===== src/rtl/bse_pkg.sv =====
// bse_pkg: shared constants, codes and types for the bounded stack engine
// used by bse_ctrl, bse_datapath and bounded_stack_engine
`timescale 1ns / 1ps

package bse_pkg;

    // storage geometry and field widths
    localparam int DEPTH  = 16;
    localparam int AW     = 4;   // entry index width
    localparam int FW     = 5;   // fill count / capacity width
    localparam int DW     = 32;  // word width
    localparam int CMDW   = 3;
    localparam int STW    = 3;

    typedef logic [CMDW-1:0] cmd_code_t;
    typedef logic [STW-1:0]  status_code_t;

    // command codes
    localparam cmd_code_t CMD_PUSH   = 3'd0;
    localparam cmd_code_t CMD_POP    = 3'd1;
    localparam cmd_code_t CMD_PEEK   = 3'd2;
    localparam cmd_code_t CMD_CHANGE = 3'd3;
    localparam cmd_code_t CMD_SEARCH = 3'd4;

    // result status codes
    localparam status_code_t ST_OK       = 3'd0;
    localparam status_code_t ST_FULL     = 3'd1;
    localparam status_code_t ST_EMPTY    = 3'd2;
    localparam status_code_t ST_RANGE    = 3'd3;
    localparam status_code_t ST_NOTFOUND = 3'd4;

    localparam logic [FW-1:0] CAP_RESET = FW'(DEPTH);

    // controller states
    typedef enum logic [1:0] {
        S_IDLE,
        S_SCAN,
        S_EMIT
    } state_t;

    // controller to datapath commands
    typedef struct packed {
        logic take_item;
        logic scan_step;
        logic load_out;
    } ctrl_cmd_t;

    // datapath to controller status
    typedef struct packed {
        logic scan_needed;
        logic scan_done;
        logic out_free;
    } dp_stat_t;

endpackage


===== src/rtl/bse_ctrl.sv =====
// bse_ctrl: command sequencer for the bounded stack engine
// depends on bse_pkg for the state, command and status types
`timescale 1ns / 1ps

module bse_ctrl (
    input  logic              aclk,
    input  logic              aresetn,
    input  logic              s_tvalid,
    output logic              s_tready,
    input  bse_pkg::dp_stat_t stat,
    output bse_pkg::ctrl_cmd_t cmd
);
    import bse_pkg::*;

    state_t state_reg;
    state_t state_next;

    // state register
    always_ff @(posedge aclk) begin
        if (!aresetn) begin
            state_reg <= S_IDLE;
        end else begin
            state_reg <= state_next;
        end
    end

    // next state
    always_comb begin
        state_next = state_reg;
        unique case (state_reg)
            S_IDLE: begin
                if (s_tvalid) begin
                    state_next = stat.scan_needed ? S_SCAN : S_EMIT;
                end
            end
            S_SCAN: begin
                if (stat.scan_done) begin
                    state_next = S_EMIT;
                end
            end
            S_EMIT: begin
                if (stat.out_free) begin
                    state_next = S_IDLE;
                end
            end
            default: state_next = S_IDLE;
        endcase
    end

    // outputs
    always_comb begin
        s_tready      = 1'b0;
        cmd.take_item = 1'b0;
        cmd.scan_step = 1'b0;
        cmd.load_out  = 1'b0;
        unique case (state_reg)
            S_IDLE: begin
                s_tready      = 1'b1;
                cmd.take_item = s_tvalid;
            end
            S_SCAN: begin
                cmd.scan_step = 1'b1;
            end
            S_EMIT: begin
                cmd.load_out = stat.out_free;
            end
            default: ;
        endcase
    end

endmodule


===== src/rtl/bse_datapath.sv =====
// bse_datapath: entry memory, fill level, capacity, search walker and output register
// depends on bse_pkg; driven by bse_ctrl through ctrl_cmd_t
`timescale 1ns / 1ps

module bse_datapath (
    input  logic                             aclk,
    input  logic                             aresetn,
    input  bse_pkg::ctrl_cmd_t               cmd,
    output bse_pkg::dp_stat_t                stat,
    input  bse_pkg::cmd_code_t               in_cmd,
    input  logic signed [bse_pkg::DW-1:0]    in_value,
    input  logic [bse_pkg::AW-1:0]           in_position,
    input  logic                             cfg_we,
    input  logic [bse_pkg::FW-1:0]           cfg_wdata,
    input  logic                             m_tready,
    output logic                             m_valid,
    output bse_pkg::status_code_t            out_status,
    output logic signed [bse_pkg::DW-1:0]    out_data,
    output logic [bse_pkg::AW-1:0]           out_where,
    output logic [bse_pkg::FW-1:0]           out_fill,
    output logic                             out_empty,
    output logic                             out_full
);
    import bse_pkg::*;

    // entry memory and its registered read port
    logic [DW-1:0] store_mem [DEPTH];
    logic [DW-1:0] rdata_reg;

    logic [FW-1:0] fill_reg, fill_next;
    logic [FW-1:0] cap_reg;
    cmd_code_t     cmd_reg, cmd_next;
    logic [DW-1:0] key_reg, key_next;
    status_code_t  status_reg, status_next;
    logic [AW-1:0] where_reg, where_next;
    logic [AW-1:0] idx_reg, idx_next;

    logic          m_valid_reg;
    status_code_t  o_status_reg;
    logic [DW-1:0] o_data_reg;
    logic [AW-1:0] o_where_reg;
    logic [FW-1:0] o_fill_reg;
    logic          o_empty_reg;
    logic          o_full_reg;

    logic [FW-1:0] cap_eff;
    logic          is_full;
    logic [FW-1:0] fill_dec;
    logic [FW-1:0] idx_inc;
    logic          pos_bad;
    logic          hit;
    logic          last;
    logic          wr_en, rd_en;
    logic [AW-1:0] wr_addr, rd_addr;
    logic [DW-1:0] res_data;

    // effective capacity, clamped to 1..DEPTH
    always_comb begin
        if (cap_reg == '0) begin
            cap_eff = FW'(1);
        end else if (cap_reg > FW'(DEPTH)) begin
            cap_eff = FW'(DEPTH);
        end else begin
            cap_eff = cap_reg;
        end
    end

    assign is_full  = (fill_reg >= cap_eff);
    assign fill_dec = fill_reg - FW'(1);
    assign idx_inc  = {1'b0, idx_reg} + FW'(1);
    assign pos_bad  = ({1'b0, in_position} >= fill_reg);
    assign hit      = (rdata_reg == key_reg);
    assign last     = (idx_inc >= fill_reg);

    // status toward the controller
    assign stat.scan_needed = (in_cmd == CMD_SEARCH) && (fill_reg != '0);
    assign stat.scan_done   = hit || last;
    assign stat.out_free    = !m_valid_reg || m_tready;

    // command decode at item accept and search walk steps
    always_comb begin
        fill_next   = fill_reg;
        cmd_next    = cmd_reg;
        key_next    = key_reg;
        status_next = status_reg;
        where_next  = where_reg;
        idx_next    = idx_reg;
        wr_en       = 1'b0;
        rd_en       = 1'b0;
        wr_addr     = in_position;
        rd_addr     = in_position;
        if (cmd.take_item) begin
            cmd_next    = in_cmd;
            key_next    = in_value;
            status_next = ST_OK;
            where_next  = '0;
            idx_next    = '0;
            unique case (in_cmd)
                CMD_PUSH: begin
                    if (is_full) begin
                        status_next = ST_FULL;
                    end else begin
                        wr_en     = 1'b1;
                        wr_addr   = fill_reg[AW-1:0];
                        fill_next = fill_reg + FW'(1);
                    end
                end
                CMD_POP: begin
                    if (fill_reg == '0) begin
                        status_next = ST_EMPTY;
                    end else begin
                        rd_en      = 1'b1;
                        rd_addr    = fill_dec[AW-1:0];
                        where_next = fill_dec[AW-1:0];
                        fill_next  = fill_dec;
                    end
                end
                CMD_PEEK: begin
                    if (pos_bad) begin
                        status_next = ST_RANGE;
                    end else begin
                        rd_en = 1'b1;
                    end
                end
                CMD_CHANGE: begin
                    if (pos_bad) begin
                        status_next = ST_RANGE;
                    end else begin
                        wr_en = 1'b1;
                    end
                end
                CMD_SEARCH: begin
                    status_next = ST_NOTFOUND;
                    rd_en       = 1'b1;
                    rd_addr     = '0;
                end
                default: ;
            endcase
        end else if (cmd.scan_step) begin
            if (hit) begin
                status_next = ST_OK;
                where_next  = idx_reg;
            end else if (!last) begin
                rd_en    = 1'b1;
                rd_addr  = idx_inc[AW-1:0];
                idx_next = idx_inc[AW-1:0];
            end
        end
    end

    // entry memory
    always_ff @(posedge aclk) begin
        if (wr_en) begin
            store_mem[wr_addr] <= in_value;
        end
        if (rd_en) begin
            rdata_reg <= store_mem[rd_addr];
        end
    end

    // control registers
    always_ff @(posedge aclk) begin
        if (!aresetn) begin
            fill_reg <= '0;
            cap_reg  <= CAP_RESET;
        end else begin
            fill_reg <= fill_next;
            if (cfg_we) begin
                cap_reg <= cfg_wdata;
            end
        end
    end

    // per-item working registers
    always_ff @(posedge aclk) begin
        cmd_reg    <= cmd_next;
        key_reg    <= key_next;
        status_reg <= status_next;
        where_reg  <= where_next;
        idx_reg    <= idx_next;
    end

    // word returned only by a successful pop or peek
    assign res_data = (((cmd_reg == CMD_POP) || (cmd_reg == CMD_PEEK)) && (status_reg == ST_OK))
                      ? rdata_reg : '0;

    // output register valid
    always_ff @(posedge aclk) begin
        if (!aresetn) begin
            m_valid_reg <= 1'b0;
        end else if (cmd.load_out) begin
            m_valid_reg <= 1'b1;
        end else if (m_tready) begin
            m_valid_reg <= 1'b0;
        end
    end

    // output register payload
    always_ff @(posedge aclk) begin
        if (cmd.load_out) begin
            o_status_reg <= status_reg;
            o_data_reg   <= res_data;
            o_where_reg  <= where_reg;
            o_fill_reg   <= fill_reg;
            o_empty_reg  <= (fill_reg == '0);
            o_full_reg   <= is_full;
        end
    end

    assign m_valid    = m_valid_reg;
    assign out_status = o_status_reg;
    assign out_data   = o_data_reg;
    assign out_where  = o_where_reg;
    assign out_fill   = o_fill_reg;
    assign out_empty  = o_empty_reg;
    assign out_full   = o_full_reg;

endmodule


===== src/rtl/bounded_stack_engine.sv =====
// bounded_stack_engine: bounded lifo stack of 32-bit words, one result per item
// push, pop, peek, change and unused codes pass from the idle state to the emit state;
// a nonempty search scans in between, comparing 1..fill entries, one memory read per cycle
// one item at a time: the next is taken once the last result is in the output register;
// a result held by the receiver keeps the sequencer in emit and the input closed
// reset (aresetn low, synchronous): fill cleared, capacity 16, no result pending;
// the entry memory is not cleared
`timescale 1ns / 1ps

module bounded_stack_engine (
    input  logic        aclk,
    input  logic        aresetn,
    // input items
    input  logic        s_tvalid,
    output logic        s_tready,
    input  logic [39:0] s_tdata,   // value[31:0], position[35:32], zero[39:36]
    input  logic [2:0]  s_tuser,   // cmd[2:0]
    // result items
    output logic        m_tvalid,
    input  logic        m_tready,
    output logic [47:0] m_tdata,   // data_out[31:0], where_index[35:32], fill_count[40:36],
                                   // is_empty[41], is_full[42], zero[47:43]
    output logic [2:0]  m_tuser,   // status[2:0]
    // capacity register
    input  logic        cfg_we,
    input  logic [4:0]  cfg_wdata
);
    import bse_pkg::*;

    ctrl_cmd_t           cmd;
    dp_stat_t            stat;
    status_code_t        out_status;
    logic signed [DW-1:0] out_data;
    logic [AW-1:0]       out_where;
    logic [FW-1:0]       out_fill;
    logic                out_empty;
    logic                out_full;

    // sequencer
    bse_ctrl u_ctrl (
        .aclk     (aclk),
        .aresetn  (aresetn),
        .s_tvalid (s_tvalid),
        .s_tready (s_tready),
        .stat     (stat),
        .cmd      (cmd)
    );

    // storage and result path
    bse_datapath u_dp (
        .aclk        (aclk),
        .aresetn     (aresetn),
        .cmd         (cmd),
        .stat        (stat),
        .in_cmd      (s_tuser),
        .in_value    (s_tdata[31:0]),
        .in_position (s_tdata[35:32]),
        .cfg_we      (cfg_we),
        .cfg_wdata   (cfg_wdata),
        .m_tready    (m_tready),
        .m_valid     (m_tvalid),
        .out_status  (out_status),
        .out_data    (out_data),
        .out_where   (out_where),
        .out_fill    (out_fill),
        .out_empty   (out_empty),
        .out_full    (out_full)
    );

    // result packing
    assign m_tdata = {5'b0, out_full, out_empty, out_fill, out_where, out_data};
    assign m_tuser = out_status;

    // no second item is taken right after an accept
    a_one_at_a_time: assert property (@(posedge aclk) disable iff (!aresetn)
        (s_tvalid && s_tready) |=> !s_tready)
        else $error("item accepted while previous one in progress");

    // a result never appears in the cycle right after its accept
    a_min_latency: assert property (@(posedge aclk) disable iff (!aresetn)
        (s_tvalid && s_tready && !(m_tvalid && !m_tready)) |=> !$rose(m_tvalid))
        else $error("result produced too early");

    // reported fill stays in range and agrees with the empty flag
    a_fill_consistent: assert property (@(posedge aclk) disable iff (!aresetn)
        m_tvalid |-> ((out_fill <= FW'(DEPTH)) && (out_empty == (out_fill == '0))))
        else $error("fill count and empty flag disagree");

endmodule

===== config.mk =====
export PLATFORM = sky130hd
export DESIGN_NAME = bounded_stack_engine
export DESIGN_NICKNAME = d
export VERILOG_FILES = /design/src/rtl/bse_pkg.sv /design/src/rtl/bse_ctrl.sv /design/src/rtl/bse_datapath.sv /design/src/rtl/bounded_stack_engine.sv
export SDC_FILE = /design/constraint.sdc
export NUM_CORES = 1
export LEC_CHECK = 0
export BUFFER_PORTS_ARGS = -buffer_cell sky130_fd_sc_hd__buf_2
export CAP_MARGIN = 20
export CORE_MARGIN = 2
export CORE_UTILIZATION = 61
export CTS_CLUSTER_DIAMETER = 60
export DETAILED_ROUTE_END_ITERATION = 10
export GPL_TIMING_DRIVEN = 0
export PLACE_DENSITY = 0.8
export SYNTH_ARGS = -nofsm -noshare
export SYNTH_HDL_FRONTEND = slang
export SYNTH_SLANG_ARGS = --single-unit

===== constraint.sdc =====
create_clock -name aclk -period 7.5 [get_ports aclk]
set_input_delay 1.875 -clock aclk [delete_from_list [all_inputs] [get_ports aclk]]
set_output_delay 1.875 -clock aclk [all_outputs]
set_load 0.01 [all_outputs]

==> results of run 1 <==
critical path, delay by kind of cell:
kind | cells | cell delay (ps)
simple gates | 5 | 2210
mux | 1 | 260
buf+inv | 5 | 1250
worst min-delay path by stage:
stage	slack, ps	end	cells after the start	startpoint
after global routing	420	u_dp.out_where[0]$_DFFE_PP_	0	u_dp.where_reg[0]$_DFFE_PP_
after detailed placement	410	u_dp.out_where[0]$_DFFE_PP_	0	u_dp.where_reg[0]$_DFFE_PP_
after CTS	420	u_dp.out_where[0]$_DFFE_PP_	0	u_dp.where_reg[0]$_DFFE_PP_
final	420	u_dp.out_where[3]$_DFFE_PP_	0	u_dp.where_reg[3]$_DFFE_PP_
after floorplan	400	u_dp.out_where[0]$_DFFE_PP_	0	u_dp.where_reg[0]$_DFFE_PP_
after global placement	400	u_dp.out_where[2]$_DFFE_PP_	0	u_dp.where_reg[2]$_DFFE_PP_
power groups by stage:
stage                     logic [uW]  registers, uW  clock network [uW]
after global routing             600           4050                3240
final                            570           4050                3110
after detailed placement         551           4130                   0
after global placement           522           4130                   0
after CTS                        555           4050                3110
after floorplan                  310           4130                   0
cells in the mapped netlist, types with 2 or more instances:
library cell / number / share of area
nand3_1: 10 / 0.0019
o211ai_1: 5 / 0.0014
and4_1: 31 / 0.010
mux2i_1: 69 / 0.026
and2_1: 35 / 0.0083
xnor2_1: 43 / 0.014
o21a_1: 2 / 0.00057
o21ai_1: 3 / 0.00057
and3_1: 130 / 0.031
o21bai_1: 66 / 0.019
a21oi_2: 4 / 0.0013
o21ai_2: 2 / 0.00067
a31oi_1: 8 / 0.0019
or3_1: 2 / 0.00048
a211o_1: 2 / 0.00067
ha_1: 17 / 0.0081
nor2b_1: 8 / 0.0019
edfxtp_1: 632 / 0.72
nand4_1: 12 / 0.0029
a21oi_1: 15 / 0.0029
a211oi_1: 130 / 0.037
nor4_1: 3 / 0.00071
or3b_1: 2 / 0.00067
nor3_1: 8 / 0.0015
buf_6: 15 / 0.0064
o21ai_0: 11 / 0.0021
or4_1: 2 / 0.00057
nor2_1: 37 / 0.0053
nand2_1: 146 / 0.021
nand3b_1: 2 / 0.00057
a21o_1: 10 / 0.0029
inv_1: 16 / 0.0023
o2111ai_1: 2 / 0.00067
a32oi_1: 62 / 0.021
clkbuf_1: 47 / 0.0067
buf_4: 13 / 0.0037
buf_2: 39 / 0.0074
dfxtp_1: 17 / 0.013
nand2b_1: 5 / 0.0012
layout by cell type, fill, tap and decap left out, types with 10 or more instances in the layout:
cell / synthesis / layout
a21o_1: 10 / 10
nand2_1: 146 / 146
and3_1: 130 / 130
buf_4: 13 / 13
buf_2: 39 / 134
nor2_1: 37 / 21
o21ai_0: 11 / 10
inv_1: 16 / 16
clkbuf_1: 47 / 58
nor2_4: 1 / 17
dfxtp_1: 17 / 17
buf_16: 0 / 14
nand3_1: 10 / 10
and4_1: 31 / 31
ha_1: 17 / 17
and2_1: 35 / 35
xnor2_1: 43 / 43
a32oi_1: 62 / 62
buf_6: 15 / 15
clkinv_1: 1 / 17
edfxtp_1: 632 / 632
a211oi_1: 130 / 130
clkbuf_16: 0 / 71
mux2i_1: 69 / 69
nand4_1: 12 / 12
o21bai_1: 66 / 66
a21oi_1: 15 / 15
routing by layer:
metal  vias up  global-route usage  share of wire
met1      8022              0.4109           0.37
met4         0              0.1566          0.048
met2      1133              0.4778           0.47
met5         -                   0              0
li1       6992                   -              -
met3       225             0.07046           0.12
final cells by class:
cell class,instances,area [sq um]
Antenna cell,1,2.502
Buffer,115,643.1
Clock buffer,83,1832
Clock inverter,28,188.9
Fill cell,2625,12710
Inverter,18,72.57
Multi-Input combinational cell,909,6396
Sequential cell,649,19320
Tap cell,546,683.2
Timing Repair Buffer,113,940.9
cells by family (layout without fill, tap and decap cells):
group / Yosys count / after routing
flops: 649 / 649
simple gates: 441 / 441
compound gates: 332 / 332
buf+inv: 133 / 357
mux: 70 / 70
xor+xnor: 44 / 44
fa+ha+maj: 17 / 17
other cells: 1 / 6
per-stage QoR:
stage	std cells	cell area [sq um]
after detailed placement	2350	28050
after floorplan	1691	26290
after global routing	2462	30080
after CTS	2461	30080
final	2462	30080
after global placement	2332	27450
==> flow_summary.yaml, run 1 <==
setup_path:
  cpMostUsedCell: "buf_2"
  cp_data_required_time_ps: 7780
  critical-path-max-stage-delay_ps: 710
  crit_end: "u_dp.store_mem[8][17]$_DFFE_PP_"
  critPathLaunch: "s_tvalid"
  cp.arrival_ps: 5620
  end_kind: "register"
  path_max_fanout: 44
  r2r_start: "u_dp.fill_reg[0]$_SDFFE_PN0P_"
  worst_setup_path_start_kind: "primary input"
  crit_path_top_delay_cell: "nor2_4"
  r2r-end: "u_dp.store_mem[8][17]$_DFFE_PP_"
  crit_type: "primary input to register"
  r2r_slack_ps: 2490
  path_cells: "buf_2, or3b_1, clkinv_1, buf_4, nand2b_1, or4_1, buf_2, mux2i_1, nand2_1, nor2_4, buf_16"
  r2r.worst_path.cells: 15
routing:
  wirelength_mm: 68.03
  drc: 0
  routedWlPerCell_um: 27.63
  vias_per_cell: 6.650
  antenna_left: 0
  drt_iter0_markers: 2265
  dr.pass1.iters: 5
  vias: 16370
placed_design:
  pre_cts_slack_ps: 1659
  dpl.hpwl_mm: 44.26
  routabilityCongestion: 0.9035
  portBuffers: 95
clock_tree:
  cts.sinks: 649
  cts_resized: 0
  root_buffer: "clkbuf_16"
  clk-insertion-delay-late_ps: 600
  numCtsBuffers: 67
  cts_setup_buffers: 0
  clk_path_buf_depth: 3
  clk_pin_slew_worst_paths_ps: 50
  htreeDepth: 3
  cts_tree: "done"
  holdBufCountCts: 0
grt:
  grt_overflow: 0
  antenna_found_initial: 1
  grt_pass1_wl_mm: 99.63
  grt_max_degree: 45
  first_global_vias: 16120
  grt_use_total: 0.3071
logic_synthesis:
  netlist_area_sq_um: 26280
  yosys_register_bits: 649
  syn_avg_cell_area_sq_um: 15.58
  synth_adder_area_share: 0.008095
  post_synth_and_or_nand_nor_area_fraction: 0.09119
  synth_enable_flop_cells: 632
  ys_types: 63
  synthMuxAreaShare: 0.02671
  ys_seq_area_frac: 0.7352
  synth_top_family_by_area: "compound AO/OA/AOI/OAI gates"
  synth_warnings: 0
  synth_flop_cell: "edfxtp_1"
  async_flop_share: 0
  synth_xor_area_frac: 0.01467
  synthCells: 1687
  synth_compound_area_frac: 0.09676
sta:
  setup_ws_ps: 2158
  fin_setup_tns_ps: 0
  setup_viol: 0
  finalHoldViolCount: 0
  fin_worst_hold_slack_ps: 416.1
  layout_min_cycle_time_ps: 5342
  post-route-period-util: 0.7123
  worst_pin_slew_ps: 1074
  max_slew_margin: 0.2767
  drv_slew: 0
  skew_ps: 27.64
  rsz0062_at_grt: "false"
  clock.fmax_mhz: 187.2
final_layout:
  area_growth_pct: 14.47
  layout.nets: 1943
  fin_util: 0.7029
  largest_reg_flops: 512
  regMostFlops: "u_dp.store_mem"
  drive_above_1_share: 0.1572
floorplan:
  coreArea_sq_um: 42790
  dieHeight_um: 211.5
  rows: 76
  die_area_sq_um: 44750
  start_util: 0.6141
  fp.dieW_um: 211.5
  ios: 106
power_and_ir_drop:
  powerDensity_nw_per_um2: 256.9
  p_int_uw: 6012
  p_switching_uw: 1715
  total_power_uw: 7727
  switching_share: 0.2220
  irDropWorstVdd_mv: 0.1485
  p_leak_uw: 0.01061
  p_seq_frac: 0.524
  p_clk_frac: 0.402
  combPwrFrac: 0.074
job:
  maxCapViolations: 0
worst_hold_path:
  hold_path_class: "register to register"
status:
  status: "finished, final reports clean"
(Power assumes the default switching activity.)
==> inputs of run 2 (changes only) <==
--- a/config.mk
+++ b/config.mk
@@ -8,11 +8,11 @@
 export BUFFER_PORTS_ARGS = -buffer_cell sky130_fd_sc_hd__buf_2
 export CAP_MARGIN = 20
 export CORE_MARGIN = 2
-export CORE_UTILIZATION = 61
+export CORE_UTILIZATION = 55
 export CTS_CLUSTER_DIAMETER = 60
 export DETAILED_ROUTE_END_ITERATION = 10
 export GPL_TIMING_DRIVEN = 0
-export PLACE_DENSITY = 0.8
+export PLACE_DENSITY = 0.76
 export SYNTH_ARGS = -nofsm -noshare
 export SYNTH_HDL_FRONTEND = slang
 export SYNTH_SLANG_ARGS = --single-unit
==> constraint.sdc (replaced) <==
create_clock -name aclk -period 4.8 [get_ports aclk]
set_input_delay 1.2 -clock aclk [delete_from_list [all_inputs] [get_ports aclk]]
set_output_delay 1.2 -clock aclk [all_outputs]
set_load 0.01 [all_outputs]
==> run 2 against run 1 <==
Sequential power up 56%; worst hold slack better by 21 ps; sequential share of layout area is 1.2 points lower; register-to-register slack lost 2400 ps; first-iteration DRC count down 2.5%; via count barely moved; clock power increased by 62%; setup slack lost 2000 ps; core utilization fell by 5.7 points.
==> flow_summary.yaml, run 2 (synthesis gave the netlist of run 1 again) <==
routing:
  routedWlPerCell_um: 26.84
  dr.pass1.iters: 6
  antenna_left: 0
  vias: 16360
  vias_per_cell: 6.396
  drc: 0
  drt_iter0_markers: 2208
  wirelength_mm: 68.65
grt:
  grt_pass1_wl_mm: 99.17
  grt_max_degree: 45
  grt_overflow: 0
  first_global_vias: 15780
  antenna_found_initial: 0
  grt_use_total: 0.2734
final_layout:
  regMostFlops: "u_dp.store_mem"
  drive_above_1_share: 0.1699
  final_common_cell: "edfxtp_1"
  fillers: 3220
  layout.nets: 1964
  mostFrequentLayoutCells: "632 x edfxtp_1, 146 x nand2_1, 134 x buf_2"
  area_growth_pct: 16.62
  largest_reg_flops: 512
clock_tree:
  numCtsBuffers: 66
  root_buffer: "clkbuf_16"
  cts.sinks: 649
  clk-insertion-delay-late_ps: 600
  clk_pin_slew_worst_paths_ps: 60
  cts_tree: "done"
  clk_path_buf_depth: 3
  holdBufCountCts: 0
  htreeDepth: 3
setup_path:
  worst_setup_path_start_kind: "register"
  crit_path_top_delay_cell: "nor4_1"
  critical-path-max-stage-delay_ps: 870
  crit_type: "register to register"
  path_cells: "xnor2_1, nand4_1, nor4_1, a21oi_1, nand3_1, clkbuf_1, clkbuf_1, and3_1, a211oi_1, o21bai_1, and4_1"
  end_kind: "register"
  cpMostUsedCell: "clkbuf_1"
  path_max_fanout: 10
  cp_data_required_time_ps: 5250
  cp.arrival_ps: 5140
sta:
  max_slew_margin: 0.2918
  setup_viol: 0
  fin_worst_hold_slack_ps: 437.5
  rsz0062_at_grt: "false"
  drv_slew: 0
  post-route-period-util: 0.9758
  clock.fmax_mhz: 213.5
  skew_ps: 27.14
  worst_pin_slew_ps: 1057
  fin_setup_tns_ps: 0
  layout_min_cycle_time_ps: 4684
  finalHoldViolCount: 0
floorplan:
  start_util: 0.5538
  die_area_sq_um: 49540
  fp.dieW_um: 222.6
  ios: 106
  coreArea_sq_um: 47450
  dieHeight_um: 222.6
  rows: 80
worst_hold_path:
  hold_path_class: "register to register"
placed_design:
  dpl.hpwl_mm: 44.57
  routabilityCongestion: 0.8661
  portBuffers: 95
power_and_ir_drop:
  powerDensity_nw_per_um2: 399.9
  p_leak_uw: 0.01082
  irDropWorstVdd_mv: 0.2662
job:
  maxCapViolations: 0
status:
  status: "finished, final reports clean"
[run 2: cell count changes in the layout (fill, tap and decap cells not counted), moves of 2 or more]
cell       previous run  this run
clkbuf_1             58        61
clkbuf_16            71        69
buf_4                13        19
bufinv_16             2         6
buf_16               14        16
clkinv_4              1         3
clkinv_2              5         7
buf_12                4        18
clkinv_1             17        14
[run 2: worst paths after layout]
check                                    from                           end  slack (ps)  depth (start not counted)
hold / removal    u_dp.where_reg[1]$_DFFE_PP_   u_dp.out_where[1]$_DFFE_PP_         440                          0
hold reg to reg   u_dp.where_reg[1]$_DFFE_PP_   u_dp.out_where[1]$_DFFE_PP_         440                          0
setup / recovery  u_dp.rdata_reg[2]$_DFFE_PP_  u_dp.rdata_reg[20]$_DFFE_PP_         120                         11
setup reg to reg  u_dp.rdata_reg[2]$_DFFE_PP_  u_dp.rdata_reg[20]$_DFFE_PP_         120                         11
[run 2: stage by stage]
step           cell area, sq um  utilization  total power [uW]  instances  setup WS (ps)
5_1_grt                   30640       0.6458             12540       2557          29.52
3_3_place_gp              27550       0.5806              7272       2401          -2257
4_1_cts                   30420       0.6412             12250       2543          14.23
6_report                  30640       0.6459             12250       2558          115.9
2_1_floorplan             26300            -              6939       1691         -118.1
3_5_place_dp              28160       0.5934              7312       2419         -355.0
[run 2: critical path, delay by kind of cell (launching register included)]
family,cells,cell delay [ps]
compound gates,3,650
xor+xnor,1,460
flops,1,420
simple gates,5,1930
buf+inv,2,1070
[run 2: cell type report]
cell class              instances  area [sq um]  share of cell area
well taps                     615         769.5             0.02511
plain buffers                 115         643.1             0.02099
diodes                          1         2.502          0.00008166
inverters                      18         72.57            0.002368
repair buffers                135          1321             0.04312
flip-flops and latches        649         19320              0.6304
multi-input cells             909          6409              0.2091
clock buffers                  83          1779             0.05806
clock inverters                33         329.1             0.01074
[run 2: where the power goes]
group | switching [uW] | internal (uW) | leakage (uW)
clock | 2080 | 2960 | 0.00103
sequential | 28.2 | 6300 | 0.00588
combinational | 594 | 292 | 0.00391
[run 2: layer usage]
layer	wire, um	up-vias	track usage
met1	26180	8123	0.3653
met4	2604	0	0.1119
met3	6656	192	0.04734
met2	33210	1013	0.4488
li1	-	7032	-
met5	0	-	0
[run 2: what timing repair did]
action / CTS / global route
pin swaps: 7 / 7
endpoints found under the setup margin: 136 / 238
setup buffers: 8 / 14
gates resized for setup: 0 / 2
cloned: 0 / 0
==> inputs of run 3 (changes only) <==
--- a/config.mk
+++ b/config.mk
@@ -8,11 +8,12 @@
 export BUFFER_PORTS_ARGS = -buffer_cell sky130_fd_sc_hd__buf_2
 export CAP_MARGIN = 20
 export CORE_MARGIN = 2
-export CORE_UTILIZATION = 55
+export CORE_UTILIZATION = 58
+export CTS_BUF_LIST = sky130_fd_sc_hd__clkbuf_4 sky130_fd_sc_hd__clkbuf_8
 export CTS_CLUSTER_DIAMETER = 60
 export DETAILED_ROUTE_END_ITERATION = 10
 export GPL_TIMING_DRIVEN = 0
-export PLACE_DENSITY = 0.76
+export PLACE_DENSITY = 0.8
 export SYNTH_ARGS = -nofsm -noshare
 export SYNTH_HDL_FRONTEND = slang
 export SYNTH_SLANG_ARGS = --single-unit
==> run 3 against run 2 <==
Flip-flop and latch count is the same; critical path type unchanged; largest power group unchanged; core utilization grew 3.8 points; total power shrank 3.8%.
==> flow_summary.yaml, run 3 (synthesis gave the netlist of run 1 again) <==
status:
  status: "finished, final reports clean"
clock_tree:
  clk-insertion-delay-late_ps: 730
  cts_tree: "done"
  clk_path_buf_depth: 3
  numCtsBuffers: 101
  htreeDepth: 3
  root_buffer: "clkbuf_8"
  clk_pin_slew_worst_paths_ps: 60
  cts.sinks: 649
  holdBufCountCts: 0
power_and_ir_drop:
  irDropWorstVdd_mv: 0.3048
  p_int_uw: 9017
  p_clk_frac: 0.387
  p_switching_uw: 2771
  p_leak_uw: 0.01084
  combPwrFrac: 0.076
  switching_share: 0.2351
  powerDensity_nw_per_um2: 387.0
  p_seq_frac: 0.537
setup_path:
  worst_setup_path_start_kind: "register"
  r2r-end: "u_dp.rdata_reg[2]$_DFFE_PP_"
  r2r_slack_ps: 50
  r2r_start: "u_dp.rdata_reg[9]$_DFFE_PP_"
  crit_path_top_delay_cell: "nor4_1"
  crit_family: "simple AND/OR/NAND/NOR gates"
  critical-path-max-stage-delay_ps: 1030
  path_buf_inv: 2
  cp_data_required_time_ps: 5380
  crit_type: "register to register"
  r2r.worst_path.cells: 11
  path_cells: "xnor2_1, nand4_1, nor4_1, a21o_1, nor3_1, nor2_4, buf_4, clkbuf_1, nand2_1, a32oi_1, and4_1"
  end_kind: "register"
  path_max_fanout: 10
  cp.arrival_ps: 5330
grt:
  first_global_vias: 16480
  grt_pass1_wl_mm: 101.4
  antenna_found_initial: 2
  grt_use_total: 0.2933
  grt_overflow: 0
  grt_max_degree: 45
floorplan:
  rows: 77
  coreArea_sq_um: 44510
  start_util: 0.5903
  die_area_sq_um: 47020
  fp.dieW_um: 216.8
  dieHeight_um: 216.8
  ios: 106
sta:
  max_slew_margin: 0.1902
  finalHoldViolCount: 0
  setup_viol: 0
  skew_ps: 43.93
  post-route-period-util: 0.9903
  clock.fmax_mhz: 210.4
  drv_slew: 0
  worst_pin_slew_ps: 1204
  fin_setup_tns_ps: 0
  layout_min_cycle_time_ps: 4753
  rsz0062_at_grt: "false"
  fin_worst_hold_slack_ps: 425.3
placed_design:
  dpl.hpwl_mm: 45.47
  portBuffers: 95
  routabilityCongestion: 0.8894
final_layout:
  drive_above_1_share: 0.1974
  largest_reg_flops: 512
  mostFrequentLayoutCells: "632 x edfxtp_1, 146 x nand2_1, 135 x buf_2"
  area_growth_pct: 15.92
  layout.nets: 2000
  regMostFlops: "u_dp.store_mem"
  final_common_cell: "edfxtp_1"
worst_hold_path:
  holdPathStages: 0
  hold-path-endpoint: "u_dp.out_where[3]$_DFFE_PP_"
  hold_path_class: "register to register"
  holdCritStartpoint: "u_dp.where_reg[3]$_DFFE_PP_"
routing:
  routedWlPerCell_um: 26.84
  vias: 16810
  drt_iter0_markers: 2108
  wirelength_mm: 69.77
  dr.pass1.iters: 6
  vias_per_cell: 6.467
  drc: 0
  antenna_left: 0
job:
  maxCapViolations: 0
[run 3: per-layer routing]
layer / part of all wire / track usage / vias up
met1: 0.37 / 0.3887 / 8238
met2: 0.47 / 0.4605 / 1211
met4: 0.047 / 0.1429 / 0
met5: 0 / 0 / -
li1: - / - / 7125
met3: 0.11 / 0.07044 / 235
[run 3: cell type report]
cell class                      instances  area (sq um)
Sequential cell                       649         19320
Clock inverter                         37         250.2
Antenna cell                            1         2.502
Buffer                                115         643.1
Fill cell                            2863         14050
Inverter                               18         72.57
Timing Repair Buffer                  136          1306
Clock buffer                          142          1717
Tap cell                              592         740.7
Multi-Input combinational cell        909          6409
[run 3: worst max path at each step]
| stage | from | end | slack (ps) | cells after the start |
|---|---|---|---|---|
| final | u_dp.rdata_reg[9]$_DFFE_PP_ | u_dp.rdata_reg[2]$_DFFE_PP_ | 50 | 11 |
| after global routing | u_dp.fill_reg[0]$_SDFFE_PN0P_ | u_dp.store_mem[5][14]$_DFFE_PP_ | 10 | 14 |
| after CTS | u_dp.fill_reg[0]$_SDFFE_PN0P_ | u_dp.store_mem[10][14]$_DFFE_PP_ | 30 | 15 |
| after detailed placement | s_tvalid | u_dp.rdata_reg[10]$_DFFE_PP_ | -380 | 13 |
| after global placement | s_tvalid | u_dp.store_mem[10][16]$_DFFE_PP_ | -2080 | 10 |
| after floorplan | s_tdata[32] | u_dp.store_mem[4][0]$_DFFE_PP_ | -120 | 11 |
[run 3: through the flow]
step | std cells | utilization | cell area, sq um | total power [uW] | setup slack, ps
after global placement | 2378 | 0.6182 | 27520 | 7266 | -2078
after floorplan | 1691 | - | 26300 | 6939 | -118.1
after detailed placement | 2396 | 0.6318 | 28120 | 7309 | -383.2
final | 2599 | 0.6843 | 30460 | 11790 | 46.59
after global routing | 2599 | 0.6843 | 30460 | 12080 | 14.21
after CTS | 2575 | 0.6759 | 30090 | 11780 | 31.32
[run 3: what timing repair did]
item,CTS,global route
gates resized for setup,0,2
buffers inserted,0,22
setup endpoints to repair,0,262
[run 3: power groups by stage]
stage | clock, uW | sequential [uW] | combinational (uW)
2_1_floorplan | 0 | 6450 | 484
5_1_grt | 4810 | 6330 | 941
4_1_cts | 4590 | 6330 | 867
3_3_place_gp | 0 | 6450 | 816
6_report | 4560 | 6330 | 892
3_5_place_dp | 0 | 6450 | 861
